===== src/rtl/core/dmars_pkg.sv =====
// ----------------------------------------------------------------------------
// dmars_pkg
// Shared types, register indexes and helper functions of the dma request
// splitter.
// ----------------------------------------------------------------------------
package dmars_pkg;

  localparam int unsigned LenW   = 13;
  localparam int unsigned AddrW  = 64;
  localparam int unsigned DwW    = 11;
  localparam int unsigned MaxDesc = 32;

  // configuration register indexes
  localparam logic CFG_MAX_READ  = 1'b0;
  localparam logic CFG_MAX_WRITE = 1'b1;

  localparam logic [LenW-1:0] MaxReadReset  = 13'd512;
  localparam logic [LenW-1:0] MaxWriteReset = 13'd128;
  localparam logic [LenW-1:0] ChunkMin      = 13'd4;
  localparam logic [LenW-1:0] ChunkMax      = 13'd4096;
  localparam logic [3:0]      BeFull        = 4'hF;

  typedef enum logic {
    ST_IDLE,
    ST_EMIT
  } state_t;

  // controller to datapath
  typedef struct packed {
    logic load;   // latch a new request
    logic emit;   // produce one descriptor into the output register
  } cmd_t;

  // datapath to controller
  typedef struct packed {
    logic final_desc;  // the next descriptor ends the request
  } status_t;

  // chunk size actually used for a register value
  function automatic logic [LenW-1:0] eff_chunk(input logic [LenW-1:0] reg_val);
    logic [LenW-1:0] v;
    v = reg_val & 13'h1FFC;
    if (v < ChunkMin) v = ChunkMin;
    if (v > ChunkMax) v = ChunkMax;
    return v;
  endfunction

  // byte enables of the last dword of a chunk, from the low two size bits
  function automatic logic [3:0] tail_be(input logic [1:0] size_lo);
    logic [3:0] be;
    unique case (size_lo)
      2'd0: be = 4'hF;
      2'd1: be = 4'h1;
      2'd2: be = 4'h3;
      2'd3: be = 4'h7;
      default: be = 4'hF;
    endcase
    return be;
  endfunction

endpackage


===== src/rtl/core/dmars_ctrl.sv =====
// ----------------------------------------------------------------------------
// dmars_ctrl
// Controller of the dma request splitter: accepts a request, then steps the
// datapath once per free output slot until the final descriptor is out.
// ----------------------------------------------------------------------------
module dmars_ctrl (
  input  logic               clk,
  input  logic               rst,
  input  logic               req_valid,
  output logic               req_ready,
  output logic               desc_valid,
  input  logic               desc_ready,
  output dmars_pkg::cmd_t    cmd,
  input  dmars_pkg::status_t status
);
  import dmars_pkg::*;

  state_t state, state_next;
  logic   desc_valid_next;
  logic   slot_free;

  assign slot_free = !desc_valid || desc_ready;

  always_ff @(posedge clk) begin
    if (rst) begin
      state      <= ST_IDLE;
      desc_valid <= 1'b0;
    end else begin
      state      <= state_next;
      desc_valid <= desc_valid_next;
    end
  end

  always_comb begin
    state_next      = state;
    req_ready       = 1'b0;
    cmd             = '0;
    desc_valid_next = desc_valid && !desc_ready;
    unique case (state)
      ST_IDLE: begin
        req_ready = 1'b1;
        if (req_valid) begin
          cmd.load   = 1'b1;
          state_next = ST_EMIT;
        end
      end
      ST_EMIT: begin
        if (slot_free) begin
          cmd.emit        = 1'b1;
          desc_valid_next = 1'b1;
          if (status.final_desc) state_next = ST_IDLE;
        end
      end
      default: state_next = ST_IDLE;
    endcase
  end

`ifndef SYNTHESIS
  // never overwrite a beat that is still waiting
  a_emit_free: assert property (@(posedge clk) disable iff (rst)
    cmd.emit |-> (!desc_valid || desc_ready))
    else $error("descriptor emitted over a pending beat");

  // a loaded request always starts emitting
  a_load_emit: assert property (@(posedge clk) disable iff (rst)
    cmd.load |=> (state == ST_EMIT))
    else $error("load did not enter emit");

  // final descriptor returns to idle
  a_final_idle: assert property (@(posedge clk) disable iff (rst)
    (cmd.emit && status.final_desc) |=> (state == ST_IDLE && desc_valid))
    else $error("final descriptor did not close the request");

  // an emitted descriptor is offered on the next cycle
  a_emit_valid: assert property (@(posedge clk) disable iff (rst)
    cmd.emit |=> desc_valid)
    else $error("emitted descriptor not valid");
`endif

endmodule


===== src/rtl/core/dmars_dp.sv =====
// ----------------------------------------------------------------------------
// dmars_dp
// Datapath of the dma request splitter: config registers, request holding
// registers, remaining length and address counters, descriptor register.
// ----------------------------------------------------------------------------
module dmars_dp #(
  parameter int unsigned MAX_LENGTH = 4096
) (
  input  logic                          clk,
  input  logic                          rst,
  input  logic                          cfg_we,
  input  logic                          cfg_index,
  input  logic [dmars_pkg::LenW-1:0]    cfg_data,
  input  dmars_pkg::cmd_t               cmd,
  output dmars_pkg::status_t            status,
  input  logic                          req_type,
  input  logic [dmars_pkg::LenW-1:0]    byte_length,
  input  logic [dmars_pkg::AddrW-1:0]   start_address,
  input  logic [15:0]                   req_id,
  input  logic [7:0]                    tag,
  input  logic                          translated,
  output logic                          is_write,
  output logic                          addr_translated,
  output logic [dmars_pkg::DwW-1:0]     dword_count,
  output logic [3:0]                    first_be,
  output logic [3:0]                    last_be,
  output logic [dmars_pkg::AddrW-1:0]   chunk_address,
  output logic [15:0]                   out_req_id,
  output logic [7:0]                    out_tag,
  output logic                          last,
  output logic                          rejected
);
  import dmars_pkg::*;

  localparam logic [LenW:0] MaxLen = (LenW+1)'(MAX_LENGTH);

  logic [LenW-1:0]  max_read, max_write;
  logic             req_wr, req_trans, bad;
  logic [15:0]      rid;
  logic [7:0]       tg;
  logic [AddrW-1:0] addr;
  logic [LenW-1:0]  rem, chunk;

  logic [LenW-1:0]  ld_chunk, size;
  logic [LenW+4:0]  chunk_span;
  logic             ld_bad, fin;
  logic [DwW-1:0]   dw;
  logic [3:0]       be;

  // config registers
  always_ff @(posedge clk) begin
    if (rst) begin
      max_read  <= MaxReadReset;
      max_write <= MaxWriteReset;
    end else if (cfg_we) begin
      unique case (cfg_index)
        CFG_MAX_READ:  max_read  <= cfg_data;
        CFG_MAX_WRITE: max_write <= cfg_data;
        default: ;
      endcase
    end
  end

  // checks on a new request; more than 32 chunks iff length > 32 * chunk
  always_comb begin
    ld_chunk   = eff_chunk(req_type ? max_write : max_read);
    chunk_span = {ld_chunk, 5'b0};
    ld_bad     = (byte_length == '0) || ({1'b0, byte_length} > MaxLen) ||
                 ({5'b0, byte_length} > chunk_span);
  end

  // one chunk step
  always_comb begin
    fin  = (rem <= chunk);
    size = fin ? rem : chunk;
    dw   = DwW'((size + LenW'(3)) >> 2);
    be   = tail_be(size[1:0]);
  end

  assign status.final_desc = bad || fin;

  always_ff @(posedge clk) begin
    if (cmd.load) begin
      req_wr    <= req_type;
      req_trans <= req_type ? 1'b0 : translated;
      rid       <= req_id;
      tg        <= tag;
      addr      <= start_address;
      rem       <= byte_length;
      chunk     <= ld_chunk;
      bad       <= ld_bad;
    end else if (cmd.emit) begin
      rem  <= rem - size;
      addr <= addr + AddrW'(size);
    end
  end

  // descriptor register
  always_ff @(posedge clk) begin
    if (cmd.emit) begin
      is_write      <= req_wr;
      chunk_address <= addr;
      out_req_id    <= rid;
      out_tag       <= tg;
      last          <= bad || fin;
      rejected      <= bad;
      if (bad) begin
        addr_translated <= 1'b0;
        dword_count     <= '0;
        first_be        <= '0;
        last_be         <= '0;
      end else begin
        addr_translated <= req_trans;
        dword_count     <= dw;
        first_be        <= (dw == DwW'(1)) ? be : BeFull;
        last_be         <= (dw == DwW'(1)) ? 4'h0 : be;
      end
    end
  end

`ifndef SYNTHESIS
  // a good request never steps with nothing left
  a_rem_live: assert property (@(posedge clk) disable iff (rst)
    (cmd.emit && !bad) |-> (rem != '0))
    else $error("chunk step with zero remaining");
`endif

endmodule


===== src/rtl/core/dma_request_splitter_top.sv =====
// ----------------------------------------------------------------------------
// dma_request_splitter_top
// Splits one dma read or write request into memory request descriptors of at
// most the configured read or write chunk size, one descriptor per beat.
// ----------------------------------------------------------------------------
//
//  channel  | handshake               | payload
//  ---------+-------------------------+------------------------------------
//  req      | req_valid / req_ready   | req_type .. translated
//  desc     | desc_valid / desc_ready | is_write .. rejected
//  cfg      | cfg_we (no wait)        | cfg_index, cfg_data
//
//  a request is accepted in idle, then the controller emits one descriptor
//  each time the output slot is free until the final one is out; the chunk
//  step is one length compare and one 64 bit address add
//  a rejected request yields a single descriptor with rejected and last set
//  the descriptor register sits between the two sides, so a new request is
//  taken while the final descriptor of the previous one still waits
//  desc_ready low holds the chunk counters; reset is synchronous, active high
//  and restores the chunk sizes to 512 bytes read and 128 bytes write
//
module dma_request_splitter_top #(
  parameter int unsigned MAX_LENGTH = 4096
) (
  input  logic                          clk,
  input  logic                          rst,
  // config write port
  input  logic                          cfg_we,
  input  logic                          cfg_index,
  input  logic [dmars_pkg::LenW-1:0]    cfg_data,
  // request channel
  input  logic                          req_valid,
  output logic                          req_ready,
  input  logic                          req_type,
  input  logic [dmars_pkg::LenW-1:0]    byte_length,
  input  logic [dmars_pkg::AddrW-1:0]   start_address,
  input  logic [15:0]                   req_id,
  input  logic [7:0]                    tag,
  input  logic                          translated,
  // descriptor channel
  output logic                          desc_valid,
  input  logic                          desc_ready,
  output logic                          is_write,
  output logic                          addr_translated,
  output logic [dmars_pkg::DwW-1:0]     dword_count,
  output logic [3:0]                    first_be,
  output logic [3:0]                    last_be,
  output logic [dmars_pkg::AddrW-1:0]   chunk_address,
  output logic [15:0]                   out_req_id,
  output logic [7:0]                    out_tag,
  output logic                          last,
  output logic                          rejected
);
  import dmars_pkg::*;

  cmd_t    cmd;
  status_t status;

  // sequencing: idle / emit, owns the beat valid
  dmars_ctrl u_ctrl (
    .clk        (clk),
    .rst        (rst),
    .req_valid  (req_valid),
    .req_ready  (req_ready),
    .desc_valid (desc_valid),
    .desc_ready (desc_ready),
    .cmd        (cmd),
    .status     (status)
  );

  // chunk counters, config registers and descriptor register
  dmars_dp #(
    .MAX_LENGTH (MAX_LENGTH)
  ) u_dp (
    .clk             (clk),
    .rst             (rst),
    .cfg_we          (cfg_we),
    .cfg_index       (cfg_index),
    .cfg_data        (cfg_data),
    .cmd             (cmd),
    .status          (status),
    .req_type        (req_type),
    .byte_length     (byte_length),
    .start_address   (start_address),
    .req_id          (req_id),
    .tag             (tag),
    .translated      (translated),
    .is_write        (is_write),
    .addr_translated (addr_translated),
    .dword_count     (dword_count),
    .first_be        (first_be),
    .last_be         (last_be),
    .chunk_address   (chunk_address),
    .out_req_id      (out_req_id),
    .out_tag         (out_tag),
    .last            (last),
    .rejected        (rejected)
  );

endmodule


===== config.mk =====
export PLATFORM = sky130hd
export DESIGN_NAME = dma_request_splitter_top
export DESIGN_NICKNAME = d
export VERILOG_FILES = /design/src/rtl/core/dmars_pkg.sv /design/src/rtl/core/dmars_ctrl.sv /design/src/rtl/core/dmars_dp.sv /design/src/rtl/core/dma_request_splitter_top.sv
export SDC_FILE = /design/constraint.sdc
export NUM_CORES = 1
export LEC_CHECK = 0
export BUFFER_PORTS_ARGS = -buffer_cell sky130_fd_sc_hd__buf_2
export CORE_ASPECT_RATIO = 0.7
export CORE_MARGIN = 10
export CORE_UTILIZATION = 40
export DETAILED_ROUTE_END_ITERATION = 10
export SYNTH_ARGS = -nofsm -noshare
export SYNTH_HDL_FRONTEND = slang
export SYNTH_HIERARCHICAL = 1
export SYNTH_SLANG_ARGS = --single-unit

===== constraint.sdc =====
create_clock -name clk -period 4.9 [get_ports clk]
set_clock_uncertainty 0.05 [all_clocks]
set_input_delay 0 -clock clk [delete_from_list [all_inputs] [get_ports clk]]
set_output_delay 0 -clock clk [all_outputs]
set_load 0.02 [all_outputs]

==> flow_summary.toml, run 1 <==
[floorplan]
fp.dieH_um = 165.6
die_area_um2 = 37770
initial_core_util_pct = 40.43
fp.dieW_um = 228.0
core_um2 = 29970
rows = 53
pin_count = 235

[power]
peakVddDrop_mv = 0.3506
power.density_nw_per_um2 = 566.4
seqPwrFrac_pct = 34.9
leakagePower_nw = 6.222
combPwrFrac_pct = 43.9
power_mw = 9.122
p_clk_share_pct = 21.2
switching_share_pct = 37.19
p_int_mw = 5.729
switching_power_mw = 3.393

[global_route]
top_usage_layer = "met2"
grt_max_degree = 191
grt_pass1_vias = 9397
met2_usage_pct = 26.66
track_usage_pct = 17.46
grtUsageMet1_pct = 25.25
antenna_found_initial = 2
grt_pass1_wl_um = 53850
overflow = 0
grt.met3_usage_pct = 3.328

[timing]
hold_ws_ns = 0.1203
worst_pin_slew_ns = 0.9603
period_needed_ns = 4.597
setup_viol = 0
hold_viol_final = 0
period_share_pct = 93.81
finalWorstSetupSlack_ns = 0.3033
finalMaxSlewViolations = 0
slew-limit-headroom_pct = 35.74
timing.fmax_mhz = 217.5

[place]
port-buffer-count = 232
dpl_worst_slack_ns = 0.1335
routabilityCongestion = 0.9435
hpwlAfterDp_um = 24020
dpl_cell_area_um2 = 13940

[synth]
netlist_area_um2 = 12120
yosysUniqueCellTypes = 76
synth_edf_count = 226
syn_nets = 1206
netlist_instances = 1040
synth_flop_cell = "edfxtp_1"
synth_area_leaders = "edfxtp_1 56%, nand2_1 4.7%, xnor2_1 4.5%"
yosys_warnings = 6
syn_avg_cell_area_um2 = 11.65
synth_seq_area_share_pct = 59.96
yosysTopAreaCellShare_pct = 56.00
async_reset_ff_share_pct = 0
yosysTopAreaCell = "edfxtp_1"
synth-seq-cells = 250

[worst_setup_path]
cp.arrival_ns = 4.79
rr_endpoint = "u_dp/addr[36]"
reg2reg_from = "u_dp/rem[7]"
cp-endpoint = "u_dp/addr[36]"
critPathMaxFanout = 23
ff2ff_path_depth = 15
start_kind = "flip-flop"
timing.critical_path.to_type = "flip-flop"
rrSetupSlack_ns = 0.30
worstPathRequired_ns = 5.09
crit_type = "reg -> reg"
critPathLaunch = "u_dp/rem[7]"

[route]
routed_via_density = 5.066
dr.pass1.iters = 5
wire_per_inst_um = 18.26
first_iter_violations = 838
vias = 9432
antenna_left = 0
post-route-drc-count = 0
wl_um = 34000

[final_layout]
area_delta_synth_final_pct = 32.89
fin_nets = 1596
finalInstanceArea_um2 = 16110
postLayoutCoreUtil_pct = 53.73
drive_above_1_share_pct = 24.36

[clocking]
cts_sinks = 250
clk_pin_slew_ns = 0.07
htreeDepth = 1
tritoncts = "yes"
cts_buffers = 25
clock_path_buffers = 3
cts_root_buf = "clkbuf_16"
clock_latency_ns = 0.55

[min_path]
hold_class = "in -> reg"

[run]
max-cap-violations = 0

[status]
status = "completed"
## area by class of cell
type | instances | area [um^2]
repair buffers | 405 | 2830
clock inverters | 16 | 163.9
well taps | 412 | 515.5
diodes | 1 | 2.502
fillers | 2660 | 13870
clock buffers | 30 | 644.4
multi-input cells | 705 | 4521
inverters | 43 | 161.4
flip-flops and latches | 250 | 7267
## registers in the layout, summed over array words and instances, names as in the netlist, 4 cells and up
| signal | count |
|---|---|
| u_dp/chunk_address | 64 |
| u_dp/tg | 8 |
| u_dp/first_be | 4 |
| u_dp/rem | 13 |
| u_dp/last_be | 4 |
| u_dp/max_write | 11 |
| u_dp/chunk | 11 |
| u_dp/dword_count | 11 |
| u_dp/out_tag | 8 |
| u_dp/addr | 64 |
| u_dp/max_read | 11 |
| u_dp/rid | 16 |
| u_dp/out_req_id | 16 |
## metrics by stage
step / TNS, ns / instances
2_1_floorplan: 0 / 1040
3_3_place_gp: 0 / 1680
3_5_place_dp: 0 / 1680
4_1_cts: 0 / 1859
5_1_grt: -0.001838 / 1862
6_report: 0 / 1862
## cells in the mapped netlist, drive strengths merged (9+ instances only)
| cell | n |
|---|---|
| nand3 | 26 |
| o21ai | 79 |
| nand4 | 15 |
| dfxtp | 24 |
| nor2 | 48 |
| a21oi | 57 |
| edfxtp | 226 |
| inv | 43 |
| nand2 | 152 |
| xor2 | 16 |
| xnor2 | 62 |
| nor4 | 25 |
| nor3 | 30 |
| clkbuf | 33 |
| mux2i | 10 |
| and2 | 9 |
| ha | 43 |
| nand2b | 9 |
| and3 | 14 |
| o21a | 9 |
## how the worst min path moves through the flow
stage | startpoint | end | slack, ns | cells after the start
floorplan | rst | u_ctrl/desc_valid | 0.02 | 1
global placement | tag[5] | u_dp/tg[5] | 0.13 | 1
detailed placement | req_id[9] | u_dp/rid[9] | 0.13 | 1
CTS | req_id[6] | u_dp/rid[6] | 0.08 | 2
global route | req_id[5] | u_dp/rid[5] | 0.09 | 2
finish | req_id[6] | u_dp/rid[6] | 0.12 | 2
## what timing repair did
item | 4_1_cts | 5_1_grt
buffers inserted | 0 | 2
endpoints found under the hold margin | 129 | 0
resized for setup | 0 | 4
hold buffers | 133 | 0
setup endpoints to repair | 0 | 47
## logic make-up (layout without fill, tap and decap cells)
family,after synthesis,after routing,share of synthesized area [%]
xor+xnor,78,78,5.637
simple gates,371,371,15.27
fa+ha+maj,44,44,4.605
mux,17,17,1.476
compound gates,194,194,10.13
flops,250,250,59.96
buf+inv,85,494,2.891
other cells,1,2,0.03094
## worst max-delay path, cell delays in order, from the launching register on
cell      delay, ns
edfxtp_1       0.52
ha_1           0.35
nand4_1        0.13
a211oi_2       0.33
a2111o_1       0.23
nand2_2        0.20
a21oi_1        0.48
inv_1          0.16
ha_1           0.37
nand2_1        0.08
or3_1          0.37
o22a_1         0.23
buf_12         0.17
nor4b_1        0.36
xnor2_1        0.16
o21ai_0        0.09
## metal layers
layer / wire length [um] / vias to the layer above
li1: - / 4599
met1: 16310 / 4542
met2: 15220 / 250
met3: 1818 / 39
met4: 633 / 2
met5: 13 / -
## power groups by stage
stage / Sequential (mW) / Clock (mW) / Combinational [mW]
finish: 3.18 / 1.93 / 4.00
floorplan: 3.32 / 0 / 2.45
global placement: 3.21 / 0 / 3.79
CTS: 3.18 / 1.99 / 3.95
global route: 3.23 / 2.07 / 4.43
detailed placement: 3.23 / 0 / 3.84
## cells in the final DEF, fill, tap and decap left out, types with 37 or more instances in the layout
master	instances
buf_2	232
edfxtp_1	226
nand2_1	151
dlygate4sd3_1	133
o21ai_0	65
xnor2_1	62
a21oi_1	55
nor2_1	46
ha_1	43
inv_1	42
buf_4	37
No activity file was read; power rests on OpenSTA's default activity.
==> run 2, diff against run 1 <==
--- a/config.mk
+++ b/config.mk
@@ -7,3 +7,3 @@
 export LEC_CHECK = 0
-export BUFFER_PORTS_ARGS = -buffer_cell sky130_fd_sc_hd__buf_2
+export ABC_AREA = 1
 export CORE_ASPECT_RATIO = 0.7
@@ -12,2 +12,3 @@
 export DETAILED_ROUTE_END_ITERATION = 10
+export DONT_BUFFER_PORTS = 1
 export SYNTH_ARGS = -nofsm -noshare
==> constraint.sdc (replaced) <==
create_clock -name clk -period 4.9 [get_ports clk]
set_clock_uncertainty 0.05 [all_clocks]
set_input_delay 0.49 -clock clk [delete_from_list [all_inputs] [get_ports clk]]
set_output_delay 0.49 -clock clk [all_outputs]
set_load 0.02 [all_outputs]
==> run 2 against run 1 <==
Against the previous run: first-iteration DRC count grew 7.2%; sequential cell count unchanged; sequential power rose by 7.2%; combinational power shrank 4%; final area shrank 8.1%; maximum frequency grew 4.4%; final cell count grew 2.5%; worst setup slack gained 0.19 ns; critical path type unchanged; highest routed layer unchanged.
==> flow_summary.toml, run 2 <==
[worst_setup_path]
crit_buf_inv = 2
slowest_delay_ns = 0.46
worstPathRequired_ns = 5.14
cp_slowest_cell = "edfxtp_1"
cp_common_cell = "nand2_1"
critPathMaxFanout = 8
path_cells = "ha_1 -> nand2_1 -> inv_1 -> nand2_4 -> nor2_8 -> nand4_4 -> nand2_4 -> inv_1 -> nand2_1 -> nand2_1 -> ha_1 -> nand3_1 -> nand2_1 -> a21oi_1 -> o21ai_2 -> a21boi_0 -> o21ai_2 -> nand2_1 -> nor2_1 -> nand2_1 -> xnor2_1 -> nand2_1 -> nand2_1"
crit_family = "simple AND/OR/NAND/NOR gates"
crit_type = "reg -> reg"
cp.arrival_ns = 4.64
timing.critical_path.to_type = "flip-flop"
start_kind = "flip-flop"

[synth]
synth_flop_cell = "edfxtp_1"
syn_nets = 1577
netlist_instances = 1411
syn_avg_cell_area_um2 = 9.325
yosysTopAreaCellShare_pct = 51.58
yosysTopAreaCell = "edfxtp_1"
netlist_area_um2 = 13160
synth_common_cells = "365 x nand2_1, 226 x edfxtp_1, 174 x inv_1"
synth_area_leaders = "edfxtp_1 52%, nand2_1 10%, inv_1 5.0%"
yosys_warnings = 6
synth_seq_area_share_pct = 55.23
synth_edf_count = 226
synth_most_common_cell = "nand2_1"
async_reset_ff_share_pct = 0
synth-seq-cells = 250
yosysUniqueCellTypes = 54

[clocking]
tritoncts = "yes"
clock_path_buffers = 3
cts_buffers = 26
cts_root_buf = "clkbuf_16"
clk_pin_slew_ns = 0.06
cts_sinks = 250
htreeDepth = 1
cts_setup_buffers = 0
clock_latency_ns = 0.54

[timing]
slew-limit-headroom_pct = 21.66
period_needed_ns = 4.405
worst_pin_slew_ns = 1.164
finalMaxSlewViolations = 0
period_share_pct = 89.89
setup_tns_ns = 0
hold_viol_final = 0
timing.fmax_mhz = 227.0
setup_viol = 0
rsz0062_at_grt = "no"

[global_route]
grt_pass1_vias = 9158
overflow = 0
grt_pass1_wl_um = 57240
track_usage_pct = 18.32
antenna_found_initial = 1
grt_max_degree = 86

[final_layout]
fin_cells = 1908
fin_nets = 1626
final_cell_mix = "365 x nand2_1, 226 x edfxtp_1, 174 x inv_1"
drive_above_1_share_pct = 9.466
top_regs = "u_dp/addr x64, u_dp/chunk_address x64"
layout_commonest_cell = "nand2_1"
area_delta_synth_final_pct = 12.47

[power]
power_mw = 9.123
peakVddDrop_mv = 0.2635
leakagePower_nw = 6.023
power.density_nw_per_um2 = 616.5

[route]
vias = 9773
wire_per_inst_um = 20.37
routed_via_density = 5.122
dr.pass1.iters = 6
antenna_left = 0
post-route-drc-count = 0
first_iter_violations = 898
wl_um = 38870

[floorplan]
rows = 55
fp.dieW_um = 236.8
initial_core_util_pct = 40.68
die_area_um2 = 40660
fp.dieH_um = 171.7
pin_count = 235
core_um2 = 32340

[place]
routabilityCongestion = 0.9172
hpwlAfterDp_um = 30430
port-buffer-count = 0
dpl.cell_count = 1833

[run]
max-cap-violations = 0

[min_path]
hold_class = "in -> reg"

[status]
status = "completed"
[run 2: changes by cell type after synthesis, moves of 13 or more]
cell / previous run / this run
nand2_2: 1 / 18
nand2_4: 0 / 13
nand3_1: 26 / 61
xnor2_1: 62 / 11
nor2_1: 47 / 143
inv_1: 42 / 174
nand2_1: 151 / 365
clkbuf_1: 33 / 19
nand4_1: 14 / 27
[run 2: worst reg2reg max path, stage by stage, from the launching register on]
cell,delay (ns)
edfxtp_1,0.46
ha_1,0.37
nand2_1,0.06
inv_1,0.10
nand2_4,0.07
nor2_8,0.11
nand4_4,0.10
nand2_4,0.15
inv_1,0.16
nand2_1,0.13
nand2_1,0.10
ha_1,0.37
nand3_1,0.09
nand2_1,0.12
a21oi_1,0.14
o21ai_2,0.20
a21boi_0,0.19
o21ai_2,0.28
nand2_1,0.20
nor2_1,0.27
nand2_1,0.15
xnor2_1,0.16
nand2_1,0.07
nand2_1,0.05
[run 2: cell families (layout without fill, tap and decap cells)]
group / Yosys count / after routing / share of synthesized area [%]
AND/OR/NAND/NOR: 720 / 720 / 25.37
flip-flops: 250 / 250 / 55.23
buffers and inverters: 206 / 274 / 6.191
adder cells (fa/ha/maj): 44 / 44 / 4.241
AO/OA/AOI/OAI: 149 / 149 / 6.191
other: 1 / 3 / 0.02850
multiplexers: 2 / 2 / 0.1522
XOR/XNOR: 39 / 39 / 2.596
[run 2: path summary, 6_finish.rpt]
kind              slack (ns)                  end          from  cells past startpoint
setup / recovery        0.50        u_dp/addr[35]   u_dp/rem[8]                     23
hold / removal          0.04    u_dp/max_read[12]  cfg_data[12]                      2
setup reg to reg        0.50        u_dp/addr[35]   u_dp/rem[8]                     23
hold reg to reg         0.37  u_dp/out_req_id[11]  u_dp/rid[11]                      0
[run 2: per-layer routing]
metal	vias to the layer above	wire (um)	track usage (%)
met2	302	15550	24.99
met1	4626	19080	27.33
met3	33	3777	6.582
met5	-	20	0
met4	2	440	2.679
li1	4810	-	-
[run 2: power by group]
part           switching, mW  internal [mW]  leakage (nW)
registers              0.486           2.92          2.38
logic                   2.56           1.29          3.26
clock network          0.800           1.06         0.389
total                   3.84           5.28          6.02
[run 2: through the flow]
step	hold WS, ns	cell area (um^2)	setup slack (ns)	utilization [%]
6_report	0.04415	14800	0.4952	45.75
5_1_grt	0.04098	14790	0.1316	45.74
4_1_cts	0.02700	14790	0.5382	45.74
3_5_place_dp	0.3545	13740	0.5959	42.47
3_3_place_gp	0.3503	13740	0.6582	42.47
2_1_floorplan	0.3503	13170	0.7773	-
[run 2: repair_timing]
action	in CTS	in global routing
gates resized for setup	0	0
hold buffers	26	0
endpoints found under the hold margin	26	0
[run 2: area by class of cell]
class,instances,area (um^2)
fill,3110,17550
clock inverter,12,91.34
clock buffer,35,705.7
timing repair buffer,48,425.4
multi-input combinational,955,5097
inverter,179,671.9
tap,427,534.3
antenna,2,5.005
sequential,250,7267
